==> src/srf_pkg.sv <==
// Shared types and constants of the signed radix formatter.
`default_nettype none

package srf_pkg;

  localparam int SYM_W       = 8;
  localparam int COUNT_W     = 6;
  localparam int DIGIT_W     = 5;
  localparam int CFG_INDEX_W = 3;
  localparam int CFG_DATA_W  = 64;
  localparam int SYMS_PER_REG = 8;
  localparam int DIV_BITS_PER_CYCLE = 8;

  localparam logic [SYM_W-1:0]   CHAR_MINUS  = 8'h2D;
  localparam logic [SYM_W-1:0]   CHAR_PLUS   = 8'h2B;
  localparam logic [SYM_W-1:0]   PRINT_LO    = 8'd32;
  localparam logic [SYM_W-1:0]   PRINT_HI    = 8'd126;
  localparam logic [COUNT_W-1:0] MIN_SYMBOLS = 6'd2;

  typedef enum logic [CFG_INDEX_W-1:0] {
    REG_SYMBOL_COUNT   = 3'd0,
    REG_ALPHA_LOW      = 3'd1,
    REG_ALPHA_MID_LOW  = 3'd2,
    REG_ALPHA_MID_HIGH = 3'd3,
    REG_ALPHA_HIGH     = 3'd4
  } cfg_reg_e;

  typedef struct packed {
    logic load;
    logic chk_next;
    logic div_step;
    logic rd;
    logic out_err;
    logic out_sign;
    logic out_digit;
  } cmd_t;

  typedef struct packed {
    logic chk_fail;
    logic chk_last;
    logic step_last;
    logic quo_next_zero;
    logic neg;
    logic cnt_zero;
    logic out_free;
  } sts_t;

endpackage

`default_nettype wire

==> src/srf_if.sv <==
// Channel interfaces of the signed radix formatter.
`default_nettype none

interface srf_value_if #(
  parameter int VALUE_BITS = 32
);
  logic                         valid;
  logic                         ready;
  logic signed [VALUE_BITS-1:0] value;
  modport source (output valid, output value, input ready);
  modport sink (input valid, input value, output ready);
endinterface

interface srf_result_if;
  logic                       valid;
  logic                       ready;
  logic [srf_pkg::SYM_W-1:0]  symbol;
  logic                       final_symbol;
  logic                       alphabet_error;
  modport source (output valid, output symbol, output final_symbol, output alphabet_error,
                  input ready);
  modport sink (input valid, input symbol, input final_symbol, input alphabet_error,
                output ready);
endinterface

interface srf_cfg_if;
  logic                            valid;
  logic                            ready;
  logic [srf_pkg::CFG_INDEX_W-1:0] index;
  logic [srf_pkg::CFG_DATA_W-1:0]  data;
  modport source (output valid, output index, output data, input ready);
  modport sink (input valid, input index, input data, output ready);
endinterface

`default_nettype wire

==> src/signed_radix_formatter_core.sv <==
// Top level of the signed radix formatter: controller and datapath.
// One item at a time: the magnitude is divided by the symbol count until the quotient is zero,
// then an optional minus sign and the digits, most significant first, are emitted as taken.
// The divider retires 8 quotient bits per cycle; each symbol needs a stack read then a load.
// An invalid alphabet yields one error result.
// Reset clears configuration and control; the digit stack is not cleared.
`default_nettype none

module signed_radix_formatter_core #(
  parameter int MAX_SYMBOLS = 32,
  parameter int VALUE_BITS  = 32
) (
  input wire logic     clk_i,
  input wire logic     rst_ni,
  srf_value_if.sink    value_i,
  srf_result_if.source result_o,
  srf_cfg_if.sink      cfg_i
);

  srf_pkg::cmd_t cmd;
  srf_pkg::sts_t sts;
  logic          in_ready;

  assign value_i.ready = in_ready;
  assign cfg_i.ready   = 1'b1;

  srf_ctrl u_ctrl (
    .clk_i      (clk_i),
    .rst_ni     (rst_ni),
    .in_valid_i (value_i.valid),
    .in_ready_o (in_ready),
    .sts_i      (sts),
    .cmd_o      (cmd)
  );

  srf_datapath #(
    .MAX_SYMBOLS (MAX_SYMBOLS),
    .VALUE_BITS  (VALUE_BITS)
  ) u_datapath (
    .clk_i        (clk_i),
    .rst_ni       (rst_ni),
    .cfg_we_i     (cfg_i.valid),
    .cfg_index_i  (cfg_i.index),
    .cfg_data_i   (cfg_i.data),
    .value_i      (VALUE_BITS'(value_i.value)),
    .cmd_i        (cmd),
    .sts_o        (sts),
    .out_valid_o  (result_o.valid),
    .out_ready_i  (result_o.ready),
    .out_symbol_o (result_o.symbol),
    .out_final_o  (result_o.final_symbol),
    .out_error_o  (result_o.alphabet_error)
  );

endmodule

`default_nettype wire

==> src/srf_ctrl.sv <==
// Sequencing state machine of the signed radix formatter.
`default_nettype none

module srf_ctrl (
  input  wire logic          clk_i,
  input  wire logic          rst_ni,
  input  wire logic          in_valid_i,
  output logic               in_ready_o,
  input  wire srf_pkg::sts_t sts_i,
  output srf_pkg::cmd_t      cmd_o
);

  typedef enum logic [2:0] {
    ST_IDLE,
    ST_CHECK,
    ST_ERR,
    ST_DIV,
    ST_SIGN,
    ST_READ,
    ST_EMIT
  } state_e;

  state_e state_q, state_d;

  always_comb begin
    state_d    = state_q;
    cmd_o      = '0;
    in_ready_o = 1'b0;
    unique case (state_q)
      ST_IDLE: begin
        in_ready_o = 1'b1;
        if (in_valid_i) begin
          cmd_o.load = 1'b1;
          state_d    = ST_CHECK;
        end
      end
      ST_CHECK: begin
        cmd_o.chk_next = 1'b1;
        priority if (sts_i.chk_fail) begin
          state_d = ST_ERR;
        end else if (sts_i.chk_last) begin
          state_d = ST_DIV;
        end else begin
          state_d = ST_CHECK;
        end
      end
      ST_ERR: begin
        if (sts_i.out_free) begin
          cmd_o.out_err = 1'b1;
          state_d       = ST_IDLE;
        end
      end
      ST_DIV: begin
        cmd_o.div_step = 1'b1;
        if (sts_i.step_last && sts_i.quo_next_zero) begin
          state_d = sts_i.neg ? ST_SIGN : ST_READ;
        end
      end
      ST_SIGN: begin
        if (sts_i.out_free) begin
          cmd_o.out_sign = 1'b1;
          state_d        = ST_READ;
        end
      end
      ST_READ: begin
        cmd_o.rd = 1'b1;
        state_d  = ST_EMIT;
      end
      ST_EMIT: begin
        if (sts_i.out_free) begin
          cmd_o.out_digit = 1'b1;
          state_d         = sts_i.cnt_zero ? ST_IDLE : ST_READ;
        end
      end
      default: state_d = ST_IDLE;
    endcase
  end

  always_ff @(posedge clk_i or negedge rst_ni) begin
    if (!rst_ni) begin
      state_q <= ST_IDLE;
    end else begin
      state_q <= state_d;
    end
  end

endmodule

`default_nettype wire

==> src/srf_datapath.sv <==
// Datapath: configuration, alphabet check, radix divider, digit stack, output register.
`default_nettype none

module srf_datapath #(
  parameter int MAX_SYMBOLS = 32,
  parameter int VALUE_BITS  = 32
) (
  input  wire logic                              clk_i,
  input  wire logic                              rst_ni,
  input  wire logic                              cfg_we_i,
  input  wire logic [srf_pkg::CFG_INDEX_W-1:0]   cfg_index_i,
  input  wire logic [srf_pkg::CFG_DATA_W-1:0]    cfg_data_i,
  input  wire logic [VALUE_BITS-1:0]             value_i,
  input  wire srf_pkg::cmd_t                     cmd_i,
  output srf_pkg::sts_t                          sts_o,
  output logic                                   out_valid_o,
  input  wire logic                              out_ready_i,
  output logic [srf_pkg::SYM_W-1:0]              out_symbol_o,
  output logic                                   out_final_o,
  output logic                                   out_error_o
);

  localparam int CW    = srf_pkg::COUNT_W;
  localparam int DW    = srf_pkg::DIGIT_W;
  localparam int SYMW  = srf_pkg::SYM_W;
  localparam int BPC   = srf_pkg::DIV_BITS_PER_CYCLE;
  localparam int STEPS = (VALUE_BITS + BPC - 1) / BPC;
  localparam int QW    = STEPS * BPC;
  localparam int SW    = (STEPS > 1) ? $clog2(STEPS) : 1;
  localparam int AW    = $clog2(VALUE_BITS);
  localparam int CNTW  = $clog2(VALUE_BITS + 1);
  localparam int IW    = $clog2(MAX_SYMBOLS);
  localparam int RPS   = srf_pkg::SYMS_PER_REG;

  logic [CW-1:0]   count_q;
  logic [SYMW-1:0] alpha_q [MAX_SYMBOLS];

  logic [IW-1:0]   chk_idx_q;
  logic [SW-1:0]   step_q;
  logic [CNTW-1:0] cnt_q;
  logic            neg_q;
  logic [QW-1:0]   quo_q;
  logic [DW-1:0]   rem_q;
  logic [DW-1:0]   rd_q;
  logic [DW-1:0]   stack_q [VALUE_BITS];

  logic            out_valid_q;
  logic [SYMW-1:0] out_symbol_q;
  logic            out_final_q;
  logic            out_error_q;

  logic [VALUE_BITS-1:0] mag;
  logic [CW-1:0]         idx_ext;
  logic [SYMW-1:0]       sym_chk;
  logic                  count_bad;
  logic                  range_bad;
  logic                  dup;
  logic [QW-1:0]         quo_v;
  logic [DW-1:0]         rem_v;
  logic [CNTW-1:0]       cnt_dec;
  logic                  step_last;
  logic                  out_free;

  assign mag     = value_i[VALUE_BITS-1] ? (~value_i + 1'b1) : value_i;
  assign idx_ext = CW'(chk_idx_q);
  assign sym_chk = alpha_q[chk_idx_q];

  assign count_bad = (count_q < srf_pkg::MIN_SYMBOLS) || (count_q > CW'(MAX_SYMBOLS));
  assign range_bad = (sym_chk < srf_pkg::PRINT_LO) || (sym_chk > srf_pkg::PRINT_HI) ||
                     (sym_chk == srf_pkg::CHAR_PLUS) || (sym_chk == srf_pkg::CHAR_MINUS);

  always_comb begin
    dup = 1'b0;
    for (int j = 0; j < MAX_SYMBOLS; j++) begin
      if ((CW'(j) > idx_ext) && (CW'(j) < count_q) && (alpha_q[j] == sym_chk)) begin
        dup = 1'b1;
      end
    end
  end

  always_comb begin
    logic [DW:0] part;
    logic        ge;
    quo_v = quo_q;
    rem_v = rem_q;
    for (int k = 0; k < BPC; k++) begin
      part  = {rem_v, quo_v[QW-1]};
      ge    = (part >= count_q);
      quo_v = {quo_v[QW-2:0], ge};
      rem_v = ge ? DW'(part - count_q) : part[DW-1:0];
    end
  end

  assign cnt_dec   = cnt_q - 1'b1;
  assign step_last = (step_q == SW'(STEPS - 1));
  assign out_free  = !out_valid_q || out_ready_i;

  assign sts_o.chk_fail      = count_bad || range_bad || dup;
  assign sts_o.chk_last      = (idx_ext == (count_q - 1'b1));
  assign sts_o.step_last     = step_last;
  assign sts_o.quo_next_zero = (quo_v == '0);
  assign sts_o.neg           = neg_q;
  assign sts_o.cnt_zero      = (cnt_q == '0);
  assign sts_o.out_free      = out_free;

  always_ff @(posedge clk_i or negedge rst_ni) begin
    if (!rst_ni) begin
      count_q <= '0;
      for (int s = 0; s < MAX_SYMBOLS; s++) begin
        alpha_q[s] <= '0;
      end
    end else if (cfg_we_i) begin
      if (cfg_index_i == srf_pkg::REG_SYMBOL_COUNT) begin
        count_q <= cfg_data_i[CW-1:0];
      end
      for (int s = 0; s < MAX_SYMBOLS; s++) begin
        if (cfg_index_i == 3'(int'(srf_pkg::REG_ALPHA_LOW) + s / RPS)) begin
          alpha_q[s] <= cfg_data_i[(s % RPS) * SYMW +: SYMW];
        end
      end
    end
  end

  always_ff @(posedge clk_i or negedge rst_ni) begin
    if (!rst_ni) begin
      chk_idx_q   <= '0;
      step_q      <= '0;
      cnt_q       <= '0;
      neg_q       <= 1'b0;
      out_valid_q <= 1'b0;
    end else begin
      if (cmd_i.load) begin
        chk_idx_q <= '0;
        step_q    <= '0;
        cnt_q     <= '0;
        neg_q     <= value_i[VALUE_BITS-1];
      end
      if (cmd_i.chk_next) begin
        chk_idx_q <= chk_idx_q + 1'b1;
      end
      if (cmd_i.div_step) begin
        if (step_last) begin
          step_q <= '0;
          cnt_q  <= cnt_q + 1'b1;
        end else begin
          step_q <= step_q + 1'b1;
        end
      end
      if (cmd_i.rd) begin
        cnt_q <= cnt_dec;
      end
      if (cmd_i.out_err || cmd_i.out_sign || cmd_i.out_digit) begin
        out_valid_q <= 1'b1;
      end else if (out_ready_i) begin
        out_valid_q <= 1'b0;
      end
    end
  end

  always_ff @(posedge clk_i) begin
    if (cmd_i.load) begin
      quo_q <= QW'(mag);
      rem_q <= '0;
    end
    if (cmd_i.div_step) begin
      quo_q <= quo_v;
      rem_q <= step_last ? '0 : rem_v;
      if (step_last) begin
        stack_q[cnt_q[AW-1:0]] <= rem_v;
      end
    end
    if (cmd_i.rd) begin
      rd_q <= stack_q[cnt_dec[AW-1:0]];
    end
    if (cmd_i.out_err) begin
      out_symbol_q <= '0;
      out_final_q  <= 1'b1;
      out_error_q  <= 1'b1;
    end else if (cmd_i.out_sign) begin
      out_symbol_q <= srf_pkg::CHAR_MINUS;
      out_final_q  <= 1'b0;
      out_error_q  <= 1'b0;
    end else if (cmd_i.out_digit) begin
      out_symbol_q <= alpha_q[rd_q[IW-1:0]];
      out_final_q  <= (cnt_q == '0);
      out_error_q  <= 1'b0;
    end
  end

  assign out_valid_o  = out_valid_q;
  assign out_symbol_o = out_symbol_q;
  assign out_final_o  = out_final_q;
  assign out_error_o  = out_error_q;

endmodule

`default_nettype wire

==> src/flat_wrapper.sv <==
// flat-port wrapper written by rule: the top's interface ports become plain ports
module signed_radix_formatter_core_flat 
#(
  parameter int MAX_SYMBOLS = 32,
  parameter int VALUE_BITS  = 32
)
  (clk_i, rst_ni, value_i_valid, value_i_value, value_i_ready, result_o_valid, result_o_symbol, result_o_final_symbol, result_o_alphabet_error, result_o_ready, cfg_i_valid, cfg_i_index, cfg_i_data, cfg_i_ready);
  srf_value_if #(.VALUE_BITS(VALUE_BITS)) value_i_i ();
  srf_result_if result_o_i ();
  srf_cfg_if cfg_i_i ();
  input wire logic clk_i;
  input wire logic rst_ni;
  input wire logic [$bits(value_i_i.valid)-1:0] value_i_valid;
  input wire logic [$bits(value_i_i.value)-1:0] value_i_value;
  output wire logic [$bits(value_i_i.ready)-1:0] value_i_ready;
  output wire logic [$bits(result_o_i.valid)-1:0] result_o_valid;
  output wire logic [$bits(result_o_i.symbol)-1:0] result_o_symbol;
  output wire logic [$bits(result_o_i.final_symbol)-1:0] result_o_final_symbol;
  output wire logic [$bits(result_o_i.alphabet_error)-1:0] result_o_alphabet_error;
  input wire logic [$bits(result_o_i.ready)-1:0] result_o_ready;
  input wire logic [$bits(cfg_i_i.valid)-1:0] cfg_i_valid;
  input wire logic [$bits(cfg_i_i.index)-1:0] cfg_i_index;
  input wire logic [$bits(cfg_i_i.data)-1:0] cfg_i_data;
  output wire logic [$bits(cfg_i_i.ready)-1:0] cfg_i_ready;
  assign value_i_i.valid = value_i_valid;
  assign value_i_i.value = value_i_value;
  assign value_i_ready = value_i_i.ready;
  assign result_o_valid = result_o_i.valid;
  assign result_o_symbol = result_o_i.symbol;
  assign result_o_final_symbol = result_o_i.final_symbol;
  assign result_o_alphabet_error = result_o_i.alphabet_error;
  assign result_o_i.ready = result_o_ready;
  assign cfg_i_i.valid = cfg_i_valid;
  assign cfg_i_i.index = cfg_i_index;
  assign cfg_i_i.data = cfg_i_data;
  assign cfg_i_ready = cfg_i_i.ready;
  signed_radix_formatter_core #(.MAX_SYMBOLS(MAX_SYMBOLS), .VALUE_BITS(VALUE_BITS)) u_core (.clk_i(clk_i), .rst_ni(rst_ni), .value_i(value_i_i), .result_o(result_o_i), .cfg_i(cfg_i_i));
endmodule
==> config.mk <==
export PLATFORM = sky130hd
export DESIGN_NAME = signed_radix_formatter_core_flat
export DESIGN_NICKNAME = d
export VERILOG_FILES = /design/src/srf_pkg.sv /design/src/srf_if.sv /design/src/signed_radix_formatter_core.sv /design/src/srf_ctrl.sv /design/src/srf_datapath.sv /design/src/flat_wrapper.sv
export SDC_FILE = /design/constraint.sdc
export NUM_CORES = 1
export LEC_CHECK = 0
export BUFFER_PORTS_ARGS = -buffer_cell sky130_fd_sc_hd__buf_2
export CELL_PAD_IN_SITES_DETAIL_PLACEMENT = 0
export CELL_PAD_IN_SITES_GLOBAL_PLACEMENT = 2
export CORE_MARGIN = 2
export CORE_UTILIZATION = 40
export CTS_BUF_LIST = sky130_fd_sc_hd__clkbuf_4
export CTS_CLUSTER_DIAMETER = 120
export DETAILED_ROUTE_END_ITERATION = 10
export PLACE_DENSITY_LB_ADDON = 0.1
export SLEW_MARGIN = 20
export SYNTH_ARGS = -nofsm -noshare
export SYNTH_HDL_FRONTEND = slang
export SYNTH_SLANG_ARGS = --single-unit
==> constraint.sdc <==
create_clock -name clk_i -period 14.7 [get_ports clk_i]
set_input_delay 0.735 -clock clk_i [delete_from_list [all_inputs] [get_ports clk_i]]
set_output_delay 0.735 -clock clk_i [all_outputs]
set_load 0.01 [all_outputs]
==> impl_metrics.csv, run 1 <==
group,metric,value,unit
yosys,synth_edf_count,202,
yosys,synthCells,2344,
worst_setup_path,end_kind,"flip-flop",
global_routing,grt_max_degree,92,
yosys,ys_seq_elements,492,
place,place_congestion,0.991,
cts,cts_root_buf,"clkbuf_4",
yosys,synthArstFlopShare,56.9,%
floorplanning,boundaryPins,117,
yosys,syn_area_per_cell,12.6,um2
floorplanning,fp.dieH,275,um
yosys,ys_types,72,
yosys,synth_area,29400,um2
drt,drtPass1Iterations,5,
global_routing,antenna_found_initial,3,
global_routing,grt_usage,26.7,%
sta,fin_crit_sh,92.4,%
yosys,synth-warning-count,0,
global_routing,grt_pass1_wl,147000,um
drt,dr_total_vias,20900,
drt,viasPerCell,5.74,
place,place_area,30900,um2
worst_setup_path,rrSetupSlack,1.11,ns
worst_setup_path,r2r-start,"u_core.u_datapath.quo_q[31]",
cts,clock_sinks,492,
place,placed_cells,3318,
yosys,synthTopCellsByArea,"dfrtp_1, edfxtp_1, mux2_2",
sta,min_period,13.59,ns
worst_setup_path,cp_max_fo,33,
sta,setup_violations,0,
final_layout,stdcell_count,3648,
drt,drt-total-wl,100000,um
job,maxCapViolCount,0,
drt,drt_iter0_markers,1705,
yosys,synth-seq-area-share,45.1,%
cts,h-tree-depth,4,
yosys,yosys.area.top_type_share,23.8,%
drt,wire_per_inst,27.4,um
min_path,hold_end,"u_core.u_datapath.alpha_q[179]",
sta,worst_pin_slew,1.20,ns
outcome,status,"finished clean",
worst_setup_path,crit_arrival,14.28,ns
worst_setup_path,cp_common_cell,"o21ai_0",
final_layout,num-nets-final,2744,
sta,skew,0.0827,ns
yosys,syn_nets,2519,
min_path,hold_class,"in -> reg",
yosys,synth_ff_type,"dfrtp_1",
sta,slew_viol_final,0,
cts,clk_pin_slew,0.07,ns
cts,clkLatencyLatePin,1.03,ns
final_layout,post-route-cell-area,33500,um2
floorplanning,core-area,73000,um2
worst_setup_path,reg2reg_depth,63,
worst_setup_path,crit_type,"reg -> reg",
cts,cts_tree,"done",
global_routing,grt_overflow,0,
final_layout,fillers,6787,
sta,hold_viol,0,
worst_setup_path,crit_required,15.39,ns
drt,drc,0,
yosys,yosysTopAreaCell,"dfrtp_1",
final_layout,drive_gt1_share,32.2,%
cts,cts_buffers,145,
cts,clk_path_buf_depth,3,
place,portBuffers,115,
final_layout,fin_util,45.9,%
worst_setup_path,cpPeakStageDelay,0.45,ns
floorplanning,row_count,99,
min_path,min_from,"cfg_i_data[11]",
min_path,hold_path_depth,2,
sta,max_slew_margin,19.8,%
final_layout,syn2layout_area_growth,13.7,%
sta,fmax,73.6,MHz
worst_setup_path,crit_path_top_delay_cell,"fa_1",
floorplanning,initial_utilization,40.4,%
worst_setup_path,worst_r2r_endpoint,"u_core.u_datapath.rem_q[3]",
global_routing,grt_pass1_vias,21500,
place,dpl.hpwl,72300,um
worst_setup_path,cp-start-kind,"flip-flop",
drt,ant_nets,0,
floorplanning,die_width,275,um
floorplanning,dieArea,75800,um2
## worst max-delay path, delay by kind of cell (launching register included)
family                     cells  cell delay (ns)
AOI/OAI and AO/OA             29             4.75
adders and majority gates      9             3.14
buffers and inverters          8             0.87
DFF                            1             0.39
muxes                          6             2.22
and+or+nand+nor               11             1.86
## state kept, by name, summed over array words and instances (netlist names), 2 cells and up
register and cells:
u_core.u_datapath.cnt_q 6, u_core.u_datapath.rem_q 5, u_core.u_datapath.quo_q 32, u_core.u_datapath.stack_q 160, u_core.u_datapath.rd_q 5, u_core.u_datapath.out_symbol_o 8, u_core.u_datapath.count_q 6, u_core.u_datapath.step_q 2
u_core.u_ctrl.state_q 3, u_core.u_datapath.alpha_q 256, u_core.u_datapath.chk_idx_q 5
## logic make-up (layout without fill, tap and decap cells)
family / after synthesis / in the layout / share of synthesized area, %
adders and majority gates: 71 / 71 / 3.22
buffers and inverters: 201 / 538 / 3.25
DFF: 492 / 492 / 45.1
other: 1 / 8 / 0.0127
xor gates and xnor gates: 314 / 314 / 9.34
muxes: 549 / 549 / 25.9
and+or+nand+nor: 406 / 406 / 6.99
AOI/OAI and AO/OA: 310 / 311 / 6.24
## what timing repair did
item,in CTS,in global routing
buffers inserted,0,7
hold buffers,55,0
gates resized for setup,3,11
cloned,0,1
endpoints found under the setup margin,168,169
pin swaps,0,3
endpoints found under the hold margin,295,0
## metrics by stage
stage          hold WS, ns  setup WS, ns  TNS, ns
2_1_floorplan        0.439         0.128        0
3_3_place_gp         0.452        -0.176    -1.59
3_5_place_dp         0.456        -0.614   -63.69
4_1_cts           0.000619        0.0244        0
5_1_grt             0.0271       -0.0455  -0.0700
6_report             0.103          1.11        0
## layout make-up
cell class | count | area, um2 | area share (%)
diodes | 7 | 17.5 | 0.0523
clock buffers | 209 | 1570 | 4.68
clock inverters | 51 | 323 | 0.964
inverters | 52 | 195 | 0.583
multi-input cells | 1652 | 15300 | 45.8
flip-flops and latches | 492 | 13300 | 39.6
well taps | 959 | 1200 | 3.58
repair buffers | 226 | 1570 | 4.68
## placed cells by master (no fill, tap or decap), types with 5 or more instances in the layout
cell	n
nor4_1	54
fa_1	8
a31oi_1	10
nand3_1	40
buf_4	55
nor3b_1	5
edfxtp_1	202
dfxtp_1	10
buf_2	114
dfrtp_1	278
inv_1	49
a21o_1	14
a21oi_1	48
xor2_1	236
xnor2_1	77
o211ai_1	6
nor2_1	84
o22ai_1	59
mux2_2	284
nand2_1	111
nor3_1	20
o31ai_1	9
nand2b_1	9
inv_6	6
clkbuf_4	209
ha_1	63
mux2i_1	118
or4_1	9
o21ai_0	99
nor2b_1	5
and3_1	6
mux4_2	140
diode_2	7
mux2_1	5
clkinv_2	8
clkinv_8	6
dlygate4sd3_1	55
nand4_1	31
clkinv_1	29
o21ai_1	25
## worst max-delay path by stage
stage	start	endpoint	slack [ns]	cells after the start
final	u_core.u_datapath.quo_q[31]	u_core.u_datapath.rem_q[3]	1.11	63
after floorplan	u_core.u_datapath.count_q[1]	u_core.u_datapath.stack_q[0][2]	0.13	58
after detailed placement	u_core.u_datapath.quo_q[31]	u_core.u_datapath.rem_q[3]	-0.61	62
after CTS	u_core.u_datapath.quo_q[31]	u_core.u_datapath.rem_q[3]	0.02	62
after global placement	u_core.u_datapath.quo_q[31]	u_core.u_datapath.rem_q[3]	-0.18	60
after global routing	u_core.u_datapath.quo_q[31]	u_core.u_datapath.rem_q[3]	-0.05	65
## routing by layer
metal  GRT usage [%]  wire (um)
met2            45.7      50300
met4            12.3       4430
met3            4.03       4520
met5               0          0
met1            33.5      40700
## cells in the mapped netlist, drive strengths merged, types with 8 or more instances
master    n
mux2i   119
nand3    40
nor3     21
mux2    290
a31oi    10
inv      51
mux4    140
a21o     14
nand2b   11
dfxtp    10
a21oi    53
o31ai     9
ha       63
or4       9
fa        8
clkbuf   82
nand2   112
xor2    237
edfxtp  202
xnor2    77
buf      67
nor2     85
nor4     54
o21ai   127
nand4    36
o22ai    59
dfrtp   280
Power of run 1 is not shown: default switching activity piles up to over one toggle a cycle in this logic, so the estimate is an artifact.
==> run 2, diff against run 1 <==
GPL_TIMING_DRIVEN = 0   (was not set)
==> impl_metrics.csv, run 2 (synthesis gave the netlist of run 1 again) <==
group,metric,value,unit
final_layout,multiInputGateArea,15400,um2
worst_setup_path,cpPeakStageDelay,0.49,ns
worst_setup_path,cp_max_fo,33,
floorplanning,dieArea,75800,um2
global_routing,grt_pass1_wl,160000,um
drt,drtPass1Iterations,7,
final_layout,stdcell_count,3752,
cts,cts_root_buf,"clkbuf_4",
drt,dr_total_vias,22100,
sta,fin_crit_sh,92.9,%
drt,wire_per_inst,30.1,um
final_layout,layout_common_cells,"mux2_2, dfrtp_1, xor2_1, clkbuf_4, edfxtp_1",
sta,setup_violations,0,
cts,cts_buffers,139,
final_layout,drive_gt1_share,32.2,%
worst_setup_path,crit_required,15.42,ns
worst_setup_path,end_kind,"flip-flop",
worst_setup_path,cp_common_cell,"o21ai_0",
global_routing,grt_pass1_vias,22100,
global_routing,antenna_found_initial,8,
final_layout,layout_commonest_cell,"mux2_2",
min_path,hold_class,"in -> reg",
floorplanning,row_count,99,
sta,hold_viol,0,
worst_setup_path,crit_path_top_delay_cell,"mux2_8",
worst_setup_path,crit_arrival,14.38,ns
worst_setup_path,worstPathBufferInverterCount,5,
cts,clk_pin_slew,0.07,ns
final_layout,seqCellArea,13300,um2
cts,cts_tree,"done",
sta,slew_viol_final,0,
drt,viasPerCell,5.88,
floorplanning,die_width,275,um
floorplanning,fp.dieH,275,um
final_layout,top_register,"u_core.u_datapath.alpha_q",
final_layout,num-nets-final,2860,
place,portBuffers,115,
sta,min_period,13.66,ns
place,place_congestion,0.987,
sta,max_slew_margin,22.4,%
cts,clock_sinks,492,
global_routing,grt_max_degree,96,
drt,drt_iter0_markers,2002,
drt,drt-total-wl,113000,um
job,maxCapViolCount,0,
final_layout,fillers,6690,
worst_setup_path,cpLargestDelayFamily,"compound AO/OA/AOI/OAI gates",
outcome,status,"finished clean",
place,placed_cells,3425,
sta,worst_pin_slew,1.16,ns
floorplanning,core-area,73000,um2
floorplanning,boundaryPins,117,
worst_setup_path,crit_type,"reg -> reg",
floorplanning,initial_utilization,40.4,%
sta,skew,0.0667,ns
final_layout,syn2layout_area_growth,16.1,%
drt,drc,0,
final_layout,fin_util,46.9,%
worst_setup_path,cp-start-kind,"flip-flop",
place,dpl.hpwl,86900,um
cts,clk_path_buf_depth,3,
final_layout,largest_reg_flops,256,
global_routing,grt_overflow,0,
drt,ant_nets,0,
sta,fmax,73.2,MHz
cts,clkLatencyLatePin,1.03,ns
cts,h-tree-depth,4,
global_routing,grt_usage,29.9,%
==> run 2: cell count changes in the layout (fill, tap and decap cells not counted), sizes merged, moves of 2 or more <==
cell         previous run  this run
clkinvlp                1         3
inv                    58        53
clkinv                 44        36
dlygate4sd3            55        62
clkbuf                209       281
buf                   171       207
==> run 2: path summary, 6_finish.rpt <==
path                                          startpoint                              to  slack, ns  cells after the start
max                         u_core.u_datapath.count_q[3]      u_core.u_datapath.rem_q[3]       1.04                     58
min                                        cfg_i_data[5]    u_core.u_datapath.count_q[5]       0.11                      3
max reg2reg                 u_core.u_datapath.count_q[3]      u_core.u_datapath.rem_q[3]       1.04                     58
min reg2reg                u_core.u_datapath.out_error_o   u_core.u_datapath.out_error_o       0.47                      2
max in group asynchronous                         rst_ni   u_core.u_datapath.alpha_q[10]      13.31                      3
min in group asynchronous                         rst_ni  u_core.u_datapath.alpha_q[112]       0.35                      2
==> run 2: timing repair <==
action / in CTS / in global routing
setup buffers: 5 / 13
gates resized for setup: 27 / 12
hold buffers: 62 / 0
cloned: 1 / 0
endpoints found under the hold margin: 306 / 0
pin swaps: 1 / 3
endpoints found under the setup margin: 170 / 169
==> run 2: area by class of cell <==
class | count | area share, %
buffer | 146 | 2.26
clock inverter | 41 | 0.952
tap | 959 | 3.51
antenna | 6 | 0.0439
multi-input combinational | 1652 | 45.0
timing repair buffer | 202 | 4.40
inverter | 52 | 0.604
sequential | 492 | 38.8
clock buffer | 202 | 4.44
==> run 2: per-stage QoR <==
stage	worst slack (ns)	TNS (ns)	hold slack, ns	cell area, um2
detailed placement	-3.91	-575.12	0.455	31400
CTS	0.0200	0	0.00651	34000
global placement	-5.48	-702.37	0.443	31200
floorplan	0.128	0	0.439	29400
global route	-0.0354	-0.0354	0.0751	34200
finish	1.04	0	0.105	34200
==> run 2: routing by layer <==
metal,up-vias,routed length (um),GRT usage [%]
met3,242,5620,4.66
met5,-,39,0
met4,6,5590,14.4
li1,9578,-,-
met1,11300,44400,36.3
met2,930,57300,52.2
==> run 2: worst reg2reg max path: cells and delay by family (launching register included) <==
family | cells | cell delay [ns]
flip-flops | 1 | 0.48
buffers and inverters | 5 | 0.91
multiplexers | 7 | 2.56
adder cells (fa/ha/maj) | 8 | 3.02
AO/OA/AOI/OAI | 27 | 4.65
AND/OR/NAND/NOR | 11 | 1.78
Power of run 2 is left out for the same reason.
